<file path="config.mk">
export PLATFORM = sky130hd
export DESIGN_NAME = message_mailbox_table
export DESIGN_NICKNAME = d
export VERILOG_FILES = /design/src/rtl/mmt_pkg.sv /design/src/rtl/message_mailbox_table.sv /design/src/rtl/mmt_ctrl.sv /design/src/rtl/mmt_dp.sv
export SDC_FILE = /design/constraint.sdc
export NUM_CORES = 1
export LEC_CHECK = 0
export BUFFER_PORTS_ARGS = -buffer_cell sky130_fd_sc_hd__buf_4
export CORE_MARGIN = 10
export CORE_UTILIZATION = 45
export CTS_CLUSTER_SIZE = 25
export DETAILED_ROUTE_END_ITERATION = 6
export SLEW_MARGIN = 5
export SYNTH_ARGS = -nofsm -noshare
export SYNTH_HDL_FRONTEND = slang
export SYNTH_SLANG_ARGS = --single-unit
</file>
<file path="constraint.sdc">
create_clock -name clk -period 3.8 [get_ports clk]
set_input_delay 0 -clock clk [delete_from_list [all_inputs] [get_ports clk]]
set_output_delay 0 -clock clk [all_outputs]
set_load 0.1 [all_outputs]
</file>
<file path="src/rtl/mmt_pkg.sv">
package mmt_pkg;

	localparam int TABLE_DEPTH = 16;
	localparam int MAX_TASKS   = 16;
	localparam int IDX_W       = 4;
	localparam int CNT_W       = 5;
	localparam int TASK_W      = 4;
	localparam int PAY_W       = 32;
	localparam int SEQ_W       = 4;

	typedef enum logic [2:0] {
		REQ_SEND   = 3'd0,
		REQ_COUNT  = 3'd1,
		REQ_FIRST  = 3'd2,
		REQ_LAST   = 3'd3,
		REQ_LIST   = 3'd4,
		REQ_REMOVE = 3'd5
	} req_t;

	typedef enum logic [2:0] {
		STS_OK       = 3'd0,
		STS_BAD_TASK = 3'd1,
		STS_NONE     = 3'd2,
		STS_FULL     = 3'd3,
		STS_BAD_SLOT = 3'd4
	} status_t;

	typedef enum logic [3:0] {
		S_IDLE,
		S_DECODE,
		S_RM_READ,
		S_RM_CAP,
		S_SCAN,
		S_SEND_WR,
		S_RESULT,
		S_LIST_RD,
		S_LIST_CHK,
		S_SH_RD,
		S_SH_WR
	} state_t;

	typedef struct packed {
		logic [TASK_W-1:0] dest;
		logic [TASK_W-1:0] src;
		logic [PAY_W-1:0]  pay;
		logic [SEQ_W-1:0]  seq;
	} entry_t;

	// controller -> datapath
	typedef struct packed {
		logic load;
		logic scan_start;
		logic scan_run;
		logic rd_slot;
		logic rd_list;
		logic rd_shift;
		logic rm_cap;
		logic wr_send;
		logic wr_shift;
		logic list_emit;
		logic list_skip;
		logic fill_dec;
		logic res_load;
	} cmd_t;

	// datapath -> controller
	typedef struct packed {
		req_t req;
		logic bad_task;
		logic slot_bad;
		logic full;
		logic cnt_zero;
		logic scan_done;
		logic shift_more;
		logic list_hit;
		logic list_last;
		logic out_free;
	} stat_t;

endpackage

</file>
<file path="src/rtl/message_mailbox_table.sv">
// Mailbox table of 16 entries kept in arrival order.
// Requests enter on in_valid/in_ready with req_type, dest_task, src_task,
// payload and slot; results leave on out_valid/out_ready. Every request gives
// one result with last set, except list with matches, giving one per matching
// entry (last on the final one), and the unused request codes, giving none.
// tasks_in_use is written through cfg_we/cfg_wdata; the user must do so only
// while the table is idle, as the block does not enforce it. Work per request:
//   bad task, bad slot: result built straight after decode, with no scan.
//   count, read first/last: the count scan, send adds a write; the count scan
//     reads one entry per cycle from the single read port of the entry table.
//   list: the count scan, then a read and check per entry up to the last hit.
//   remove: slot read and the count scan, then a read and a write for each
//     entry shifted down behind the slot.
// One request is in flight at a time; a new one is taken as soon as the last
// result sits in the output register, even while that result is stalled.
// A stalled receiver holds the result and pauses a list mid-way.
// Reset empties the table (fill level zero, no clearing pass) and sets
// tasks_in_use to 1.
module message_mailbox_table
	import mmt_pkg::*;
(
	input  logic              clk,
	input  logic              arst_n,
	input  logic              cfg_we,
	input  logic [CNT_W-1:0]  cfg_wdata,
	input  logic              in_valid,
	output logic              in_ready,
	input  logic [2:0]        req_type,
	input  logic [TASK_W-1:0] dest_task,
	input  logic [TASK_W-1:0] src_task,
	input  logic [PAY_W-1:0]  payload,
	input  logic [IDX_W-1:0]  slot,
	output logic              out_valid,
	input  logic              out_ready,
	output logic [2:0]        status,
	output logic [CNT_W-1:0]  match_count,
	output logic [IDX_W-1:0]  found_slot,
	output logic [TASK_W-1:0] found_source,
	output logic [PAY_W-1:0]  found_payload,
	output logic [SEQ_W-1:0]  found_sequence,
	output logic              last
);

	cmd_t  cmd;
	stat_t stat;

	mmt_ctrl u_ctrl (
		.clk      (clk),
		.arst_n   (arst_n),
		.in_valid (in_valid),
		.in_ready (in_ready),
		.stat     (stat),
		.cmd      (cmd)
	);

	mmt_dp u_dp (
		.clk            (clk),
		.arst_n         (arst_n),
		.cfg_we         (cfg_we),
		.cfg_wdata      (cfg_wdata),
		.req_type       (req_type),
		.dest_task      (dest_task),
		.src_task       (src_task),
		.payload        (payload),
		.slot           (slot),
		.cmd            (cmd),
		.stat           (stat),
		.out_valid      (out_valid),
		.out_ready      (out_ready),
		.status         (status),
		.match_count    (match_count),
		.found_slot     (found_slot),
		.found_source   (found_source),
		.found_payload  (found_payload),
		.found_sequence (found_sequence),
		.last           (last)
	);

endmodule

</file>
<file path="src/rtl/mmt_ctrl.sv">
module mmt_ctrl
	import mmt_pkg::*;
(
	input  logic  clk,
	input  logic  arst_n,
	input  logic  in_valid,
	output logic  in_ready,
	input  stat_t stat,
	output cmd_t  cmd
);

	state_t state_q, state_d;

	always_ff @(posedge clk or negedge arst_n) begin
		if (!arst_n) begin
			state_q <= S_IDLE;
		end else begin
			state_q <= state_d;
		end
	end

	always_comb begin
		state_d = state_q;
		case (state_q)
			S_IDLE: begin
				if (in_valid) state_d = S_DECODE;
			end
			S_DECODE: begin
				case (stat.req)
					REQ_REMOVE: state_d = stat.slot_bad ? S_RESULT : S_RM_READ;
					REQ_SEND, REQ_COUNT, REQ_FIRST, REQ_LAST, REQ_LIST: begin
						state_d = stat.bad_task ? S_RESULT : S_SCAN;
					end
					default: state_d = S_IDLE;
				endcase
			end
			S_RM_READ: state_d = S_RM_CAP;
			S_RM_CAP:  state_d = S_SCAN;
			S_SCAN: begin
				if (stat.scan_done) begin
					case (stat.req)
						REQ_SEND:   state_d = stat.full ? S_RESULT : S_SEND_WR;
						REQ_LIST:   state_d = stat.cnt_zero ? S_RESULT : S_LIST_RD;
						REQ_REMOVE: state_d = S_SH_RD;
						default:    state_d = S_RESULT;
					endcase
				end
			end
			S_SEND_WR: state_d = S_RESULT;
			S_RESULT: begin
				if (stat.out_free) state_d = S_IDLE;
			end
			S_LIST_RD: state_d = S_LIST_CHK;
			S_LIST_CHK: begin
				if (!stat.list_hit) begin
					state_d = S_LIST_RD;
				end else if (stat.out_free) begin
					state_d = stat.list_last ? S_IDLE : S_LIST_RD;
				end
			end
			S_SH_RD: state_d = stat.shift_more ? S_SH_WR : S_RESULT;
			S_SH_WR: state_d = S_SH_RD;
			default: state_d = S_IDLE;
		endcase
	end

	always_comb begin
		cmd      = '0;
		in_ready = 1'b0;
		case (state_q)
			S_IDLE: begin
				in_ready = 1'b1;
				cmd.load = in_valid;
			end
			S_DECODE: begin
				cmd.scan_start = (stat.req != REQ_REMOVE) && !stat.bad_task;
			end
			S_RM_READ: cmd.rd_slot = 1'b1;
			S_RM_CAP: begin
				cmd.rm_cap     = 1'b1;
				cmd.scan_start = 1'b1;
			end
			S_SCAN:    cmd.scan_run = 1'b1;
			S_SEND_WR: cmd.wr_send  = 1'b1;
			S_RESULT:  cmd.res_load = stat.out_free;
			S_LIST_RD: cmd.rd_list  = 1'b1;
			S_LIST_CHK: begin
				cmd.list_emit = stat.list_hit && stat.out_free;
				cmd.list_skip = !stat.list_hit;
			end
			S_SH_RD: begin
				cmd.rd_shift = stat.shift_more;
				cmd.fill_dec = !stat.shift_more;
			end
			S_SH_WR: cmd.wr_shift = 1'b1;
			default: cmd = '0;
		endcase
	end

endmodule

</file>
<file path="src/rtl/mmt_dp.sv">
module mmt_dp
	import mmt_pkg::*;
(
	input  logic              clk,
	input  logic              arst_n,
	input  logic              cfg_we,
	input  logic [CNT_W-1:0]  cfg_wdata,
	input  logic [2:0]        req_type,
	input  logic [TASK_W-1:0] dest_task,
	input  logic [TASK_W-1:0] src_task,
	input  logic [PAY_W-1:0]  payload,
	input  logic [IDX_W-1:0]  slot,
	input  cmd_t              cmd,
	output stat_t             stat,
	output logic              out_valid,
	input  logic              out_ready,
	output logic [2:0]        status,
	output logic [CNT_W-1:0]  match_count,
	output logic [IDX_W-1:0]  found_slot,
	output logic [TASK_W-1:0] found_source,
	output logic [PAY_W-1:0]  found_payload,
	output logic [SEQ_W-1:0]  found_sequence,
	output logic              last
);

	logic [CNT_W-1:0]  tasks_q;
	logic [CNT_W-1:0]  fill_q;

	req_t              req_q;
	logic [TASK_W-1:0] src_q;
	logic [PAY_W-1:0]  pay_q;
	logic [IDX_W-1:0]  slot_q;
	logic              bad_task_q, slot_bad_q, full_q;
	logic [TASK_W-1:0] key_q;

	logic [CNT_W-1:0]  issue_q;
	logic              vld_s1;
	logic [IDX_W-1:0]  idx_s1;
	logic [CNT_W-1:0]  cnt_q;
	logic              hit_seen_q;
	logic [CNT_W-1:0]  lp_q, em_q, shp_q;

	logic [IDX_W-1:0]  hit_slot_q;
	logic [TASK_W-1:0] hit_src_q;
	logic [PAY_W-1:0]  hit_pay_q;
	logic [SEQ_W-1:0]  hit_seq_q;

	entry_t            mem_q [TABLE_DEPTH];
	entry_t            rdata_q;

	logic              scan_issue, scan_hit, rd_en, we;
	logic [IDX_W-1:0]  rd_addr, wr_addr;
	entry_t            wr_data;
	logic [CNT_W-1:0]  shp_nx;

	status_t           r_status;
	logic [CNT_W-1:0]  r_count;
	logic              r_with_hit;

	logic              out_valid_q, last_q;
	status_t           status_q;
	logic [CNT_W-1:0]  count_q;
	logic [IDX_W-1:0]  fslot_q;
	logic [TASK_W-1:0] fsrc_q;
	logic [PAY_W-1:0]  fpay_q;
	logic [SEQ_W-1:0]  fseq_q;

	assign scan_issue = issue_q < fill_q;
	assign scan_hit   = vld_s1 && (rdata_q.dest == key_q);
	assign shp_nx     = shp_q + CNT_W'(1);

	assign stat.req        = req_q;
	assign stat.bad_task   = bad_task_q;
	assign stat.slot_bad   = slot_bad_q;
	assign stat.full       = full_q;
	assign stat.cnt_zero   = (cnt_q == '0);
	assign stat.scan_done  = !scan_issue && !vld_s1;
	assign stat.shift_more = shp_nx < fill_q;
	assign stat.list_hit   = (rdata_q.dest == key_q);
	assign stat.list_last  = ((em_q + CNT_W'(1)) == cnt_q);
	assign stat.out_free   = !out_valid_q || out_ready;

	always_ff @(posedge clk or negedge arst_n) begin
		if (!arst_n) begin
			tasks_q <= CNT_W'(1);
		end else if (cfg_we) begin
			tasks_q <= cfg_wdata;
		end
	end

	always_ff @(posedge clk or negedge arst_n) begin
		if (!arst_n) begin
			fill_q <= '0;
		end else if (cmd.wr_send) begin
			fill_q <= fill_q + CNT_W'(1);
		end else if (cmd.fill_dec) begin
			fill_q <= fill_q - CNT_W'(1);
		end
	end

	// request latch; decisions are taken against the fill level at acceptance
	always_ff @(posedge clk) begin
		if (cmd.load) begin
			req_q      <= req_t'(req_type);
			src_q      <= src_task;
			pay_q      <= payload;
			slot_q     <= slot;
			key_q      <= dest_task;
			bad_task_q <= ({1'b0, dest_task} >= tasks_q) ||
			              ({1'b0, dest_task} >= CNT_W'(MAX_TASKS));
			slot_bad_q <= ({1'b0, slot} >= fill_q);
			full_q     <= (fill_q == CNT_W'(TABLE_DEPTH));
		end else if (cmd.rm_cap) begin
			key_q <= rdata_q.dest;
		end
	end

	always_ff @(posedge clk or negedge arst_n) begin
		if (!arst_n) begin
			issue_q    <= '0;
			vld_s1     <= 1'b0;
			cnt_q      <= '0;
			hit_seen_q <= 1'b0;
			lp_q       <= '0;
			em_q       <= '0;
			shp_q      <= '0;
		end else begin
			vld_s1 <= cmd.scan_run && scan_issue;
			if (cmd.scan_start) begin
				issue_q    <= '0;
				cnt_q      <= '0;
				hit_seen_q <= 1'b0;
				lp_q       <= '0;
				em_q       <= '0;
			end else begin
				if (cmd.scan_run && scan_issue) issue_q <= issue_q + CNT_W'(1);
				if (scan_hit) begin
					cnt_q      <= cnt_q + CNT_W'(1);
					hit_seen_q <= 1'b1;
				end
				if (cmd.list_emit || cmd.list_skip) lp_q <= lp_q + CNT_W'(1);
				if (cmd.list_emit) em_q <= em_q + CNT_W'(1);
			end
			if (cmd.rm_cap) begin
				shp_q <= {1'b0, slot_q};
			end else if (cmd.wr_shift) begin
				shp_q <= shp_nx;
			end
		end
	end

	always_ff @(posedge clk) begin
		if (cmd.scan_run) idx_s1 <= issue_q[IDX_W-1:0];
	end

	always_ff @(posedge clk) begin
		if (cmd.rm_cap) begin
			hit_slot_q <= slot_q;
			hit_src_q  <= rdata_q.src;
			hit_pay_q  <= rdata_q.pay;
			hit_seq_q  <= rdata_q.seq;
		end else if (cmd.wr_send) begin
			hit_slot_q <= fill_q[IDX_W-1:0];
			hit_src_q  <= src_q;
			hit_pay_q  <= pay_q;
			hit_seq_q  <= cnt_q[SEQ_W-1:0];
		end else if (scan_hit && ((req_q == REQ_FIRST && !hit_seen_q) ||
		                          req_q == REQ_LAST)) begin
			hit_slot_q <= idx_s1;
			hit_src_q  <= rdata_q.src;
			hit_pay_q  <= rdata_q.pay;
			hit_seq_q  <= rdata_q.seq;
		end
	end

	// entry table: one write and one read port, registered read data
	always_comb begin
		rd_en = (cmd.scan_run && scan_issue) || cmd.rd_slot || cmd.rd_list || cmd.rd_shift;
		if (cmd.rd_slot) begin
			rd_addr = slot_q;
		end else if (cmd.rd_list) begin
			rd_addr = lp_q[IDX_W-1:0];
		end else if (cmd.rd_shift) begin
			rd_addr = shp_nx[IDX_W-1:0];
		end else begin
			rd_addr = issue_q[IDX_W-1:0];
		end
		we = cmd.wr_send || cmd.wr_shift;
		if (cmd.wr_send) begin
			wr_addr      = fill_q[IDX_W-1:0];
			wr_data.dest = key_q;
			wr_data.src  = src_q;
			wr_data.pay  = pay_q;
			wr_data.seq  = cnt_q[SEQ_W-1:0];
		end else begin
			wr_addr = shp_q[IDX_W-1:0];
			wr_data = rdata_q;
		end
	end

	always_ff @(posedge clk) begin
		if (we) mem_q[wr_addr] <= wr_data;
		if (rd_en) rdata_q <= mem_q[rd_addr];
	end

	// single-result outcome
	always_comb begin
		r_status   = STS_OK;
		r_count    = '0;
		r_with_hit = 1'b0;
		case (req_q)
			REQ_SEND: begin
				if (bad_task_q) begin
					r_status = STS_BAD_TASK;
				end else if (full_q) begin
					r_status = STS_FULL;
					r_count  = cnt_q;
				end else begin
					r_count    = cnt_q + CNT_W'(1);
					r_with_hit = 1'b1;
				end
			end
			REQ_COUNT: begin
				if (bad_task_q) r_status = STS_BAD_TASK;
				else r_count = cnt_q;
			end
			REQ_FIRST, REQ_LAST: begin
				if (bad_task_q) begin
					r_status = STS_BAD_TASK;
				end else if (cnt_q == '0) begin
					r_status = STS_NONE;
				end else begin
					r_count    = cnt_q;
					r_with_hit = 1'b1;
				end
			end
			REQ_LIST: r_status = bad_task_q ? STS_BAD_TASK : STS_NONE;
			REQ_REMOVE: begin
				if (slot_bad_q) begin
					r_status = STS_BAD_SLOT;
				end else begin
					// count was taken before the entry left the table
					r_count    = cnt_q - CNT_W'(1);
					r_with_hit = 1'b1;
				end
			end
			default: r_status = STS_OK;
		endcase
	end

	always_ff @(posedge clk or negedge arst_n) begin
		if (!arst_n) begin
			out_valid_q <= 1'b0;
		end else if (cmd.res_load || cmd.list_emit) begin
			out_valid_q <= 1'b1;
		end else if (out_ready) begin
			out_valid_q <= 1'b0;
		end
	end

	always_ff @(posedge clk) begin
		if (cmd.res_load) begin
			status_q <= r_status;
			count_q  <= r_count;
			last_q   <= 1'b1;
			fslot_q  <= r_with_hit ? hit_slot_q : '0;
			fsrc_q   <= r_with_hit ? hit_src_q  : '0;
			fpay_q   <= r_with_hit ? hit_pay_q  : '0;
			fseq_q   <= r_with_hit ? hit_seq_q  : '0;
		end else if (cmd.list_emit) begin
			status_q <= STS_OK;
			count_q  <= cnt_q;
			last_q   <= stat.list_last;
			fslot_q  <= lp_q[IDX_W-1:0];
			fsrc_q   <= rdata_q.src;
			fpay_q   <= rdata_q.pay;
			fseq_q   <= rdata_q.seq;
		end
	end

	assign out_valid      = out_valid_q;
	assign status         = status_q;
	assign match_count    = count_q;
	assign found_slot     = fslot_q;
	assign found_source   = fsrc_q;
	assign found_payload  = fpay_q;
	assign found_sequence = fseq_q;
	assign last           = last_q;

endmodule

</file>
# Word-level counts from Yosys, hierarchy flattened
# Memory sizes are Yosys's and may differ from the RTL's. A register that Yosys moved wholly into a read port is not among the register bits.
# Cells that the tools add are included.
totals:
  register_bits: 193
  mem_bits_rw: 704
  input_bits: 57
  out_inout_bits: 55
  wordCells: 206
  mem_count: 1
op_classes:
  addsub: 8
  n_lt_le_gt_ge: 4
  eq_ne: 23
  mux: 101
  reduce_logical: 38
memory_table:
  columns: ["memory", "words", "word_bits", "read_ports", "rd_clocked_by_memory_dff", "write_ports", "line_no", "rtl"]
  rows:
  - ["u_dp.mem_q", 16, 44, 1, 1, 1, "mmt_dp.sv:48", "entry_t mem_q [TABLE_DEPTH];"]
op_table:
  columns: ["cell", "n"]
  rows:
  - ["$mux 32", 6]
  - ["$mux 4", 30]
  - ["$mux 5", 20]
  - ["$mux 44", 1]
  - ["$pmux 4 s11", 1]
  - ["$add 5x1->5 const B", 6]
  - ["$mux 1", 24]
  - ["$mux 3", 7]
  - ["$pmux 5 s4", 1]
  - ["$reduce_bool 2->1", 9]
  - ["$eq 4x3->1 const B", 4]
  - ["$pmux 3 s5", 1]
  - ["$eq 4x4->1 const B", 3]
  - ["$mux 2", 6]
  - ["$pmux 4 s3", 1]
  - ["$ge 4x5->1", 2]
  - ["$lt 5x5->1", 2]
  - ["$sub 5x1->5 const B", 2]
  - ["$eq 4x2->1 const B", 2]
  - ["$logic_or 1x1->1", 8]
  - ["$pmux 4 s2", 1]
  - ["$logic_and 1x1->1", 7]
  - ["$logic_not 1->1", 7]
  - ["$eq 3x2->1 const B", 2]
  - ["other kinds (18)", 21]

# Longest topological paths before layout
# Gate-level depths: netlist of run 1.
depth:
  ltp_word: 7
  mapped_depth: 15
  mapped_depth_nobuf: 11

# Modules after synthesis
# From an unflattened synthesis of run 1, not the netlist that was laid out.
hier_totals:
  cells_unflattened: 2595
  hier_area_um2: 38520.7
by_module_without_submodules:
  columns: ["mod", "n_inst", "cells_per_inst", "area_each_um2", "seq_area_each_um2"]
  rows:
  - ["mmt_dp", 1, 2510, 37897.6, 27913.0]
  - ["mmt_ctrl", 1, 85, 623.1, 100.1]

# Least setup slack after synthesis of run 1
# No wires, ideal clock.
synth_path:
  path_type: "flip-flop to flip-flop"
  start: "register u_ctrl.state_q[0]"
  end: "register u_dp.bad_task_q, enable pin"
  setup_time_ns: 0.401
  arrival_ns: 5.496
  t_required_ns: 3.399
  slack_ns: -2.096
  stages_incl_launch_ff: 5
  n_path_buf: 1
  synth_period_minus_slack_ns: 5.896
  path_cell_list: "dfrtp_1 > clkbuf_1 > nor4_1 > nand2_1 > inv_1"
synth_rtl:
  columns: ["item", "line_no", "rtl"]
  rows:
  - ["start: declaration", "mmt_ctrl.sv:12", "state_t state_q, state_d;"]
  - ["start signal: assignment", "mmt_ctrl.sv:18", "state_q <= state_d;"]
  - ["end signal: assignment", "mmt_dp.sv:109", "bad_task_q <= ({1'b0, dest_task} >= tasks_q) ||"]
  - ["end: declaration", "mmt_dp.sv:33", "logic bad_task_q, slot_bad_q, full_q;"]

# Final worst setup path of run 1
layout_path:
  start: "register u_dp.shp_q[1]"
  end: "register u_dp.rdata_q[6] (netlist name)"
layout_between:
  elab_chain_len: 6
  word_cells_on_any_way: 7
  classes_between: "add/sub (1); order compare (1); mux (4); reduce/logical (1)"
layout_lines:
  columns: ["item", "line_no", "rtl"]
  rows:
  - ["start: declaration", "mmt_dp.sv:41", "logic [CNT_W-1:0] lp_q, em_q, shp_q;"]
  - ["start signal: assignment", "mmt_dp.sv:145", "shp_q <= {1'b0, slot_q};"]
  - ["start signal: assignment", "mmt_dp.sv:147", "shp_q <= shp_nx;"]
  - ["$add 5x1->5 *", "mmt_dp.sv:70", "assign shp_nx = shp_q + CNT_W'(1);"]
  - ["$lt 5x5->1", "mmt_dp.sv:78", "assign stat.shift_more = shp_nx < fill_q;"]
  - ["$mux 1", "mmt_ctrl.sv:70", "case (state_q)"]
  - ["$mux 4", "mmt_dp.sv:183", "end else if (cmd.rd_shift) begin"]
  - ["$mux 4", "mmt_dp.sv:181", "end else if (cmd.rd_list) begin"]
  - ["$mux 4", "mmt_dp.sv:179", "if (cmd.rd_slot) begin"]
# Mark *: on every way between the ends. The rest lies on a longest branch, timed or not.
# A chain may end at the register's enable or synchronous reset.

==> PnR_summary.wiki, run 1 <==
{| class="wikitable"
! Metric !! Value
|-
| Tmin final || around 3800 ps
|-
| Min-delay worst type || in -> reg
|-
| CTS buffer count || 96
|-
| Count of unique library cells instantiated by Yosys || 65
|-
| Cells after Synth || between 1500 and 2000
|-
| Layout net count || 2391
|-
| ANT cells || 0
|-
| Number of violations reported at the end of detailed-routing iteration 0 || 2030
|-
| Share of cell area taken by muxes after synthesis || 10.86%
|-
| Outcome || finished, violations left
|-
| Initial antenna violation count || 0
|-
| Final GP Congestion || between 0.8 and 0.9
|-
| Sum of net half-perimeters after detailed placement || 51350 um
|-
| Vias in the first global route || 20570
|-
| TritonCTS clock tree || yes
|-
| Data required time of the worst path || 4190 ps
|-
| Net count after synthesis || 2046
|-
| Kind of critical path || reg -> reg
|-
| Cell-by-cell listing of the critical path || ha_4, xor2_2, ha_1, a211o_1, a31oi_2, o21ai_2, a221oi_4, buf_4, clkbuf_16, buf_12, mux4_2, a22o_1, a221o_1
|-
| Family of cells with the greatest summed delay on the critical path || compound AO/OA/AOI/OAI gates
|-
| Detail Route Antenna Nets || 0
|-
| Die height || between 300 and 400 um
|-
| Post-synthesis share of cell area spent on xor and xnor gates || 0.6385%
|-
| Hold-critical path depth || 2
|-
| Fraction of synthesis flops using an asynchronous set or reset pin || approximately 4.4%
|-
| Clock latency on the worst-skew pair || ~650 ps
|-
| Top FF cell, synth || sky130_fd_sc_hd__edfxtp_1
|-
| Worst path depth || 13
|-
| Largest buffer count on any clock path || 3
|-
| Fraction of the mapped netlist area in compound gates || 5.909%
|-
| Transition time of the tightest slew-check pin || 1136 ps
|-
| Chip Width || about 310 um
|-
| Wire length of the first global-routing pass || 134400 um
|-
| GRT overflow || 0
|-
| Largest incremental delay on the critical path || between 500 and 600 ps
|-
| DRT Pass-1 Iters || 5
|-
| Initial core utilization || 45.25%
|-
| Proportion of layout cells with a drive suffix above 1 || 27.05%
|-
| Maximum Capacitance Violations || 0
|-
| Final std cell area, no fill || 0.04503 mm2
|-
| Cell area reported after detailed placement || 0.04058 mm2
|-
| Clock transition at the registers of the reported paths || approximately 60 ps
|-
| Number of synthesized register bits || 940
|-
| Flop pwr share || 39.4%
|-
| Vias per Instance || 5.790
|-
| Clock H-tree levels || 3
|-
| Slowest stage cell on the critical path || sky130_fd_sc_hd__mux4_2
|-
| Simple-gate portion of the synthesized area || 4.432%
|-
| PD cells || 844.7 mW/mm2
|-
| Setup ws final || -19.22 ps
|-
| Row count || roughly 110
|-
| Routed via count || 20020
|-
| Post-synthesis to final-layout area growth || 21.58%
|-
| Mean Syn Cell Area || 18.88 um2
|-
| Share of power burned in the clock network || about 25%
|-
| Violations in the final reports || setup timing
|-
| Switching share of power || between 30% and 40%
|-
| FMAX || 0.2618 GHz
|-
| Die Outline Area || ~0.094 mm2
|-
| Remaining design rule violation count || 0
|-
| Number of synthesized flops with an enable pin || around 900
|-
| Share of the clock period used by the worst path after layout || 100.5%
|-
| Count of pins over their slew limit || 0
|-
| Critical path buffers and inverters || 3
|-
| Final Hold Violating Endpoints || 0
|-
| Clock sink total || 940
|-
| Max-Slew Margin vs Limit || 23.93%
|-
| RSZ-0062 raised after global routing || yes
|-
| Netlist area before placement || 0.03704 mm2
|-
| Startpoint type of the worst setup path || flip-flop
|-
| Total of warnings raised by yosys || 0
|-
| Port-buffer cells || 111
|-
| Clock Skews || 12.74 ps
|-
| Switching power of the nets || 0.01195 W
|-
| Worst Path Arrival || 4210 ps
|-
| Post-synthesis share of cell area spent on full adders, half adders and majority gates || less than 1%
|-
| Root buffer cell || sky130_fd_sc_hd__clkbuf_16
|-
| Combinational family with the most area after synthesis || multiplexers
|-
| Max VDD drop || approximately 0.00049 V
|-
| Overall routing resource usage || 19.09%
|-
| Biggest fanout along the worst timing path || 12
|-
| Logic depth of the worst register-to-register path || 13
|-
| Leakage power || 15.32 nW
|-
| Top-level port count || about 110
|-
| Post-synthesis sequential area ratio || 75.64%
|-
| Average wire per standard cell || 26.42 um
|-
| Internal power || 0.02609 W
|-
| Core Footprint || 0.08185 mm2
|-
| Combinational Power Share || 36.0%
|-
| Final setup violation count || 2
|-
| Placement-stage worst setup slack || -57.73 ps
|-
| Total wirelength of the detailed-routed design || 91350 um
|-
| Kind of end point of the critical path || flip-flop
|-
| Largest net degree at the start of global routing || 50
|-
| Number of inserted filler cells in the final layout || 6218
|}
==> path summary, 6_finish.rpt <==
check	start	end	slack (ps)
worst max-delay path	u_dp.shp_q[1]	u_dp.rdata_q[6]	-20
worst min-delay path	payload[21]	u_dp.pay_q[21]	60
worst max register to register	u_dp.shp_q[1]	u_dp.rdata_q[6]	-20
worst min register to register	u_dp.hit_seen_q	u_dp.hit_seen_q	500
max in group asynchronous	arst_n	u_dp.cnt_q[3]	3160
min in group asynchronous	arst_n	u_dp.tasks_q[0]	410
==> final cells by class <==
| cell class | count | area (um2) | share of cell area, % |
|---|---|---|---|
| multi-input cells | 899 | 8703 | 19.33 |
| inverters | 24 | 90.09 | 0.2001 |
| clock inverters | 65 | 619.3 | 1.375 |
| well taps | 1070 | 1339 | 2.973 |
| clock buffers | 114 | 2534 | 5.627 |
| flip-flops and latches | 940 | 28010 | 62.21 |
| repair buffers | 346 | 3730 | 8.283 |
==> state kept, by name, indices dropped and copies added (netlist names), 32 cells and up <==
name and count:
u_dp.found_payload 32, u_dp.hit_pay_q 32, u_dp.mem_q 704, u_dp.pay_q 32
u_dp.rdata_q 44
==> cell families (layout without fill, tap and decap cells) <==
group                      Yosys count  after routing
AOI/OAI and AO/OA                  281            281
xor gates and xnor gates            27             27
adders and majority gates           27             27
buffers and inverters              123            549
DFF                                940            940
muxes                              185            185
and+or+nand+nor                    379            379
==> cell usage after synthesis, types with 24 or more instances <==
library cell / number / area (um2)
sky130_fd_sc_hd__a21oi_1: 35 / 175.2
sky130_fd_sc_hd__a221o_1: 45 / 450.4
sky130_fd_sc_hd__a22o_1: 90 / 788.3
sky130_fd_sc_hd__clkbuf_1: 54 / 202.7
sky130_fd_sc_hd__dfrtp_1: 40 / 1001
sky130_fd_sc_hd__edfxtp_1: 898 / 26970
sky130_fd_sc_hd__ha_1: 26 / 325.3
sky130_fd_sc_hd__inv_1: 24 / 90.09
sky130_fd_sc_hd__mux4_2: 173 / 3896
sky130_fd_sc_hd__nand2_1: 224 / 840.8
sky130_fd_sc_hd__nor2_1: 67 / 251.5
sky130_fd_sc_hd__o21ai_0: 41 / 205.2
==> cells in the final DEF, fill, tap and decap left out, types with 7 or more instances in the layout <==
cell,synthesis,layout
sky130_fd_sc_hd__clkinv_2,0,21
sky130_fd_sc_hd__xor2_1,18,16
sky130_fd_sc_hd__a221o_1,45,45
sky130_fd_sc_hd__dlygate4sd3_1,0,64
sky130_fd_sc_hd__nand2b_1,12,12
sky130_fd_sc_hd__clkbuf_16,0,106
sky130_fd_sc_hd__nor2_1,67,48
sky130_fd_sc_hd__bufinv_16,0,10
sky130_fd_sc_hd__and2_1,7,7
sky130_fd_sc_hd__a21o_1,8,8
sky130_fd_sc_hd__ha_1,26,25
sky130_fd_sc_hd__buf_16,0,7
sky130_fd_sc_hd__clkinv_1,0,24
sky130_fd_sc_hd__edfxtp_1,898,898
sky130_fd_sc_hd__o21ai_0,41,39
sky130_fd_sc_hd__nand2_1,224,223
sky130_fd_sc_hd__mux2i_1,7,7
sky130_fd_sc_hd__clkbuf_1,54,15
sky130_fd_sc_hd__a21oi_1,35,35
sky130_fd_sc_hd__nor3_1,15,15
sky130_fd_sc_hd__dfrtp_1,40,40
sky130_fd_sc_hd__inv_1,24,22
sky130_fd_sc_hd__mux4_2,173,173
sky130_fd_sc_hd__xnor2_1,9,9
sky130_fd_sc_hd__buf_4,4,207
sky130_fd_sc_hd__a22o_1,90,90
sky130_fd_sc_hd__nand3_1,18,15
sky130_fd_sc_hd__nor2_4,0,19
sky130_fd_sc_hd__buf_12,0,54
==> power groups by stage <==
| stage | sequential [W] | combinational, W | clock (W) |
|---|---|---|---|
| floorplan | 0.0155 | 0.00804 | 0 |
| global placement | 0.0151 | 0.0121 | 0 |
| detailed placement | 0.0152 | 0.0124 | 0 |
| CTS | 0.0150 | 0.0126 | 0.00954 |
| global route | 0.0151 | 0.0147 | 0.00995 |
| finish | 0.0150 | 0.0137 | 0.00938 |
==> metrics by stage <==
stage                     power (W)  util (%)  setup TNS [ps]  cells  hold slack (ps)
after CTS                   0.03708     54.28          -8.432   3416            31.06
after global placement      0.02728     49.58          -244.2   3170            39.79
after global routing        0.03970     55.01           -1946   3458            55.82
after floorplan             0.02353         -          -98020   1962           -295.6
after detailed placement    0.02761     49.58          -572.1   3170            45.43
final                       0.03804     55.01          -35.77   3458            60.86
==> what timing repair did <==
item                                    CTS  global route
cloned                                    0             7
resized for setup                         2            35
hold endpoints to repair                104             0
endpoints found under the setup margin   24            44
buffers inserted                          2            35
hold buffers                             65             0
pin swaps                                 0            25
==> routing by layer <==
| metal | global-route usage, % | part of all wire, % | routed length, um | vias up |
|---|---|---|---|---|
| li1 | - | - | - | 8681 |
| met1 | 26.04 | 41 | 37890 | 10410 |
| met2 | 31.31 | 49 | 44740 | 810 |
| met3 | 3.333 | 7.4 | 6782 | 127 |
| met4 | 5.519 | 2.1 | 1947 | 0 |
| met5 | 0 | 0 | 0 | - |
Note: power is estimated with default switching activity, not from simulation.
==> run 2, diff against run 1 <==
--- a/config.mk
+++ b/config.mk
@@ -5,12 +5,13 @@
 export SDC_FILE = /design/constraint.sdc
 export NUM_CORES = 1
 export LEC_CHECK = 0
-export BUFFER_PORTS_ARGS = -buffer_cell sky130_fd_sc_hd__buf_4
 export CORE_MARGIN = 10
 export CORE_UTILIZATION = 45
 export CTS_CLUSTER_SIZE = 25
 export DETAILED_ROUTE_END_ITERATION = 6
+export DONT_BUFFER_PORTS = 1
 export SLEW_MARGIN = 5
 export SYNTH_ARGS = -nofsm -noshare
 export SYNTH_HDL_FRONTEND = slang
 export SYNTH_SLANG_ARGS = --single-unit
+export TNS_END_PERCENT = 10
==> PnR_summary.wiki, run 2 (synthesis results as in run 1) <==
{| class="wikitable"
! Metric !! Value
|-
| Outcome || finished, violations left (unchanged)
|-
| Violations in the final reports || setup timing (unchanged)
|-
| Maximum Capacitance Violations || 0 (unchanged)
|-
| Cell total after placement || 3042 (was 3170)
|-
| Setup ws final || -27.61 ps (was -19.22 ps)
|-
| Slowest stage cell on the critical path || sky130_fd_sc_hd__dfrtp_1 (was sky130_fd_sc_hd__mux4_2)
|-
| Top-level port count || 112 (unchanged)
|-
| Clock latency on the worst-skew pair || 650 ps (about the same)
|-
| Post-synthesis to final-layout area growth || 18.65% (was 21.58%)
|-
| Die Outline Area || 0.09418 mm2 (unchanged)
|-
| Post-Route Utilization || 53.69% (was 55.01%)
|-
| Largest incremental delay on the critical path || 420 ps (was 510 ps)
|-
| Total power after layout || 0.03730 W (was 0.03804 W)
|-
| Tmin final || 3828 ps (was 3819 ps)
|-
| Initial core utilization || 45.25% (unchanged)
|-
| Cell area reported after detailed placement || 0.03937 mm2 (was 0.04058 mm2)
|-
| Data required time of the worst path || 4200 ps (was 4190 ps)
|-
| FMAX || 0.2613 GHz (was 0.2618 GHz)
|-
| Most utilized layer in the global route result || met2 (unchanged)
|-
| Port-buffer cells || 0 (was 111)
|-
| Sum of net half-perimeters after detailed placement || 48620 um (was 51350 um)
|-
| Root buffer cell || sky130_fd_sc_hd__clkbuf_16 (unchanged)
|-
| Largest buffer count on any clock path || 3 (unchanged)
|-
| Flip-flop count of the largest register after layout || 704 (unchanged)
|-
| DRT Pass-1 Iters || 5 (unchanged)
|-
| Clock Skews || 24.58 ps (was 12.74 ps)
|-
| Met1 capacity usage during global routing || 25.61% (was 26.04%)
|-
| FF-to-FF Start || u_dp.shp_q[0] (was u_dp.shp_q[1])
|-
| Final setup violation count || 3 (was 2)
|-
| GRT overflow || 0 (unchanged)
|-
| Detail Route Antenna Nets || 0 (unchanged)
|-
| CTS buffer count || 93 (was 96)
|-
| GR met2 Demand/Resource || 30.44% (was 31.31%)
|-
| Largest net degree at the start of global routing || 46 (was 50)
|-
| Count of pins over their slew limit || 0 (unchanged)
|-
| Initial antenna violation count || 1 (was 0)
|-
| Clock transition at the registers of the reported paths || 60 ps (about the same)
|-
| RSZ-0062 raised after global routing || yes (unchanged)
|-
| Share of the clock period used by the worst path after layout || 100.7% (was 100.5%)
|-
| Proportion of layout cells with a drive suffix above 1 || 21.38% (was 27.05%)
|-
| Final GP Congestion || 0.8876 (was 0.8380)
|-
| Cell-by-cell listing of the critical path || ha_4, xor2_2, ha_1, a211o_1, a31o_4, a211oi_4, a221oi_4, buf_6, clkbuf_16, buf_12, clkbuf_16, buf_4, mux4_2, a221o_1 (was ha_4, xor2_2, ha_1, a211o_1, a31oi_2, o21ai_2, a221oi_4, buf_4, clkbuf_16, buf_12, mux4_2, a22o_1, a221o_1)
|-
| Kind of critical path || reg -> reg (unchanged)
|-
| TritonCTS clock tree || yes (unchanged)
|-
| Core Footprint || 0.08185 mm2 (unchanged)
|-
| Minimum setup slack among reg-to-reg paths || -30 ps (was -20 ps)
|-
| Sink of the worst hold path || u_dp.tasks_q[0] (was u_dp.pay_q[21])
|-
| Logic depth of the worst register-to-register path || 14 (was 13)
|-
| Max VDD drop || 0.0003989 V (was 0.0004905 V)
|-
| Most common cell on crit path || sky130_fd_sc_hd__clkbuf_16
|-
| Transition time of the tightest slew-check pin || 1181 ps (was 1136 ps)
|-
| Average wire per standard cell || 26.58 um (was 26.42 um)
|-
| Most used cells in the layout excluding fill and tap cells || 898 x sky130_fd_sc_hd__edfxtp_1, 223 x sky130_fd_sc_hd__nand2_1, 173 x sky130_fd_sc_hd__mux4_2 (was 898 x sky130_fd_sc_hd__edfxtp_1, 223 x sky130_fd_sc_hd__nand2_1, 207 x sky130_fd_sc_hd__buf_4)
|-
| Final std cell area, no fill || 0.04394 mm2 (was 0.04503 mm2)
|-
| Vias in the first global route || 20120 (was 20570)
|-
| Min-delay worst type || in -> reg (unchanged)
|-
| Row count || 105 (unchanged)
|-
| Total wirelength of the detailed-routed design || 89020 um (was 91350 um)
|-
| Global Route met3 Usage || 2.976% (was 3.333%)
|-
| Register ranked first by flip-flop count || u_dp.mem_q (unchanged)
|-
| Clock H-tree levels || 3 (unchanged)
|-
| Biggest fanout along the worst timing path || 10 (was 12)
|-
| Leakage power || 14.63 nW (was 15.32 nW)
|-
| PD cells || 848.7 mW/mm2 (was 844.7 mW/mm2)
|-
| Worst Hold Slack || 38.64 ps (was 60.86 ps)
|-
| Final Hold Violating Endpoints || 0 (unchanged)
|-
| Number of violations reported at the end of detailed-routing iteration 0 || 1699 (was 2030)
|-
| Chip Width || 306.9 um (unchanged)
|-
| Startpoint type of the worst setup path || flip-flop (unchanged)
|-
| Worst Path Arrival || 4230 ps (was 4210 ps)
|-
| Kind of end point of the critical path || flip-flop (unchanged)
|-
| Regs by FF count || u_dp.mem_q (704), u_dp.rdata_q (44) (unchanged)
|-
| Clock sink total || 940 (unchanged)
|-
| Endpoint of the worst register-to-register path || u_dp.rdata_q[4] (was u_dp.rdata_q[6])
|-
| Layout net count || 2287 (was 2391)
|-
| Vias per Instance || 5.850 (was 5.790)
|-
| Max-Slew Margin vs Limit || 20.91% (was 23.93%)
|-
| Min-Delay Startpoint || cfg_wdata[0] (was payload[21])
|-
| Remaining design rule violation count || 0 (unchanged)
|-
| Wire length of the first global-routing pass || 131300 um (was 134400 um)
|-
| Routed via count || 19590 (was 20020)
|-
| Overall routing resource usage || 18.64% (was 19.09%)
|-
| Commonest non-fill, non-tap cell in the layout || sky130_fd_sc_hd__edfxtp_1 (unchanged)
|-
| Number of non-filler instances in the completed layout || 3349 (was 3458)
|-
| Die height || 306.9 um (unchanged)
|-
| Hold-critical path depth || 2 (unchanged)
|}
[run 2: cell count changes in the layout (fill, tap and decap cells not counted), sizes merged]
cell / previous run / this run
buf: 275 / 137
diode: 0 / 1
clkbuf: 121 / 125
dlygate4sd3: 64 / 103
clkinv: 50 / 39
bufinv: 10 / 6
[run 2: timing repair]
action,4_1_cts,5_1_grt
hold buffers,105,0
hold endpoints to repair,119,0
gates resized for setup,14,21
cloned,4,6
pin swaps,3,35
setup buffers,6,16
setup endpoints to repair,42,44
[run 2: worst max-delay path, delay by kind of cell, from the launching register on]
kind,cells,cell delay (ps)
adder cells (fa/ha/maj),2,490
buffers and inverters,5,790
XOR/XNOR,1,180
multiplexers,1,410
AO/OA/AOI/OAI,5,1270
flip-flops,1,420
[run 2: per-stage QoR]
step	setup TNS, ps	worst slack [ps]
finish	-47.65	-27.61
global route	-3162	-130.5
CTS	-74.75	-19.54
detailed placement	-1503	-76.78
global placement	-116.6	-24.27
floorplan	-98240	-199.3
[run 2: routing by layer]
| layer | wire (um) | share of wire [%] |
|---|---|---|
| met1 | 37810 | 42 |
| met2 | 43280 | 49 |
| met3 | 5788 | 6.5 |
| met4 | 2140 | 2.4 |
| met5 | 0 | 0 |
[run 2: how the worst max path moves through the flow]
stage / startpoint / end / slack, ps / cells past startpoint
after floorplan: u_ctrl.state_q[0] / u_dp.mem_q[0][0] / -200 / 8
after global placement: u_dp.shp_q[0] / u_dp.rdata_q[7] / -20 / 12
after detailed placement: u_dp.shp_q[0] / u_dp.rdata_q[8] / -80 / 12
after CTS: u_dp.shp_q[0] / u_dp.rdata_q[31] / -20 / 13
after global routing: u_dp.shp_q[0] / u_dp.rdata_q[4] / -130 / 16
final: u_dp.shp_q[0] / u_dp.rdata_q[4] / -30 / 14
[run 2: power by group]
part | switching, W | leakage [nW] | internal (W)
clock network | 0.00381 | 1.42 | 0.00504
logic | 0.00689 | 4.54 | 0.00605
registers | 0.00112 | 8.68 | 0.0144
total | 0.0118 | 14.6 | 0.0255
[run 2: layout make-up]
type	instances	area, um2
multi-input cells	899	8708
repair buffers	245	2875
flip-flops and latches	940	28010
diodes	1	2.502
fillers	6233	37900
well taps	1070	1339
clock inverters	50	424.2
inverters	24	90.09
clock buffers	120	2492
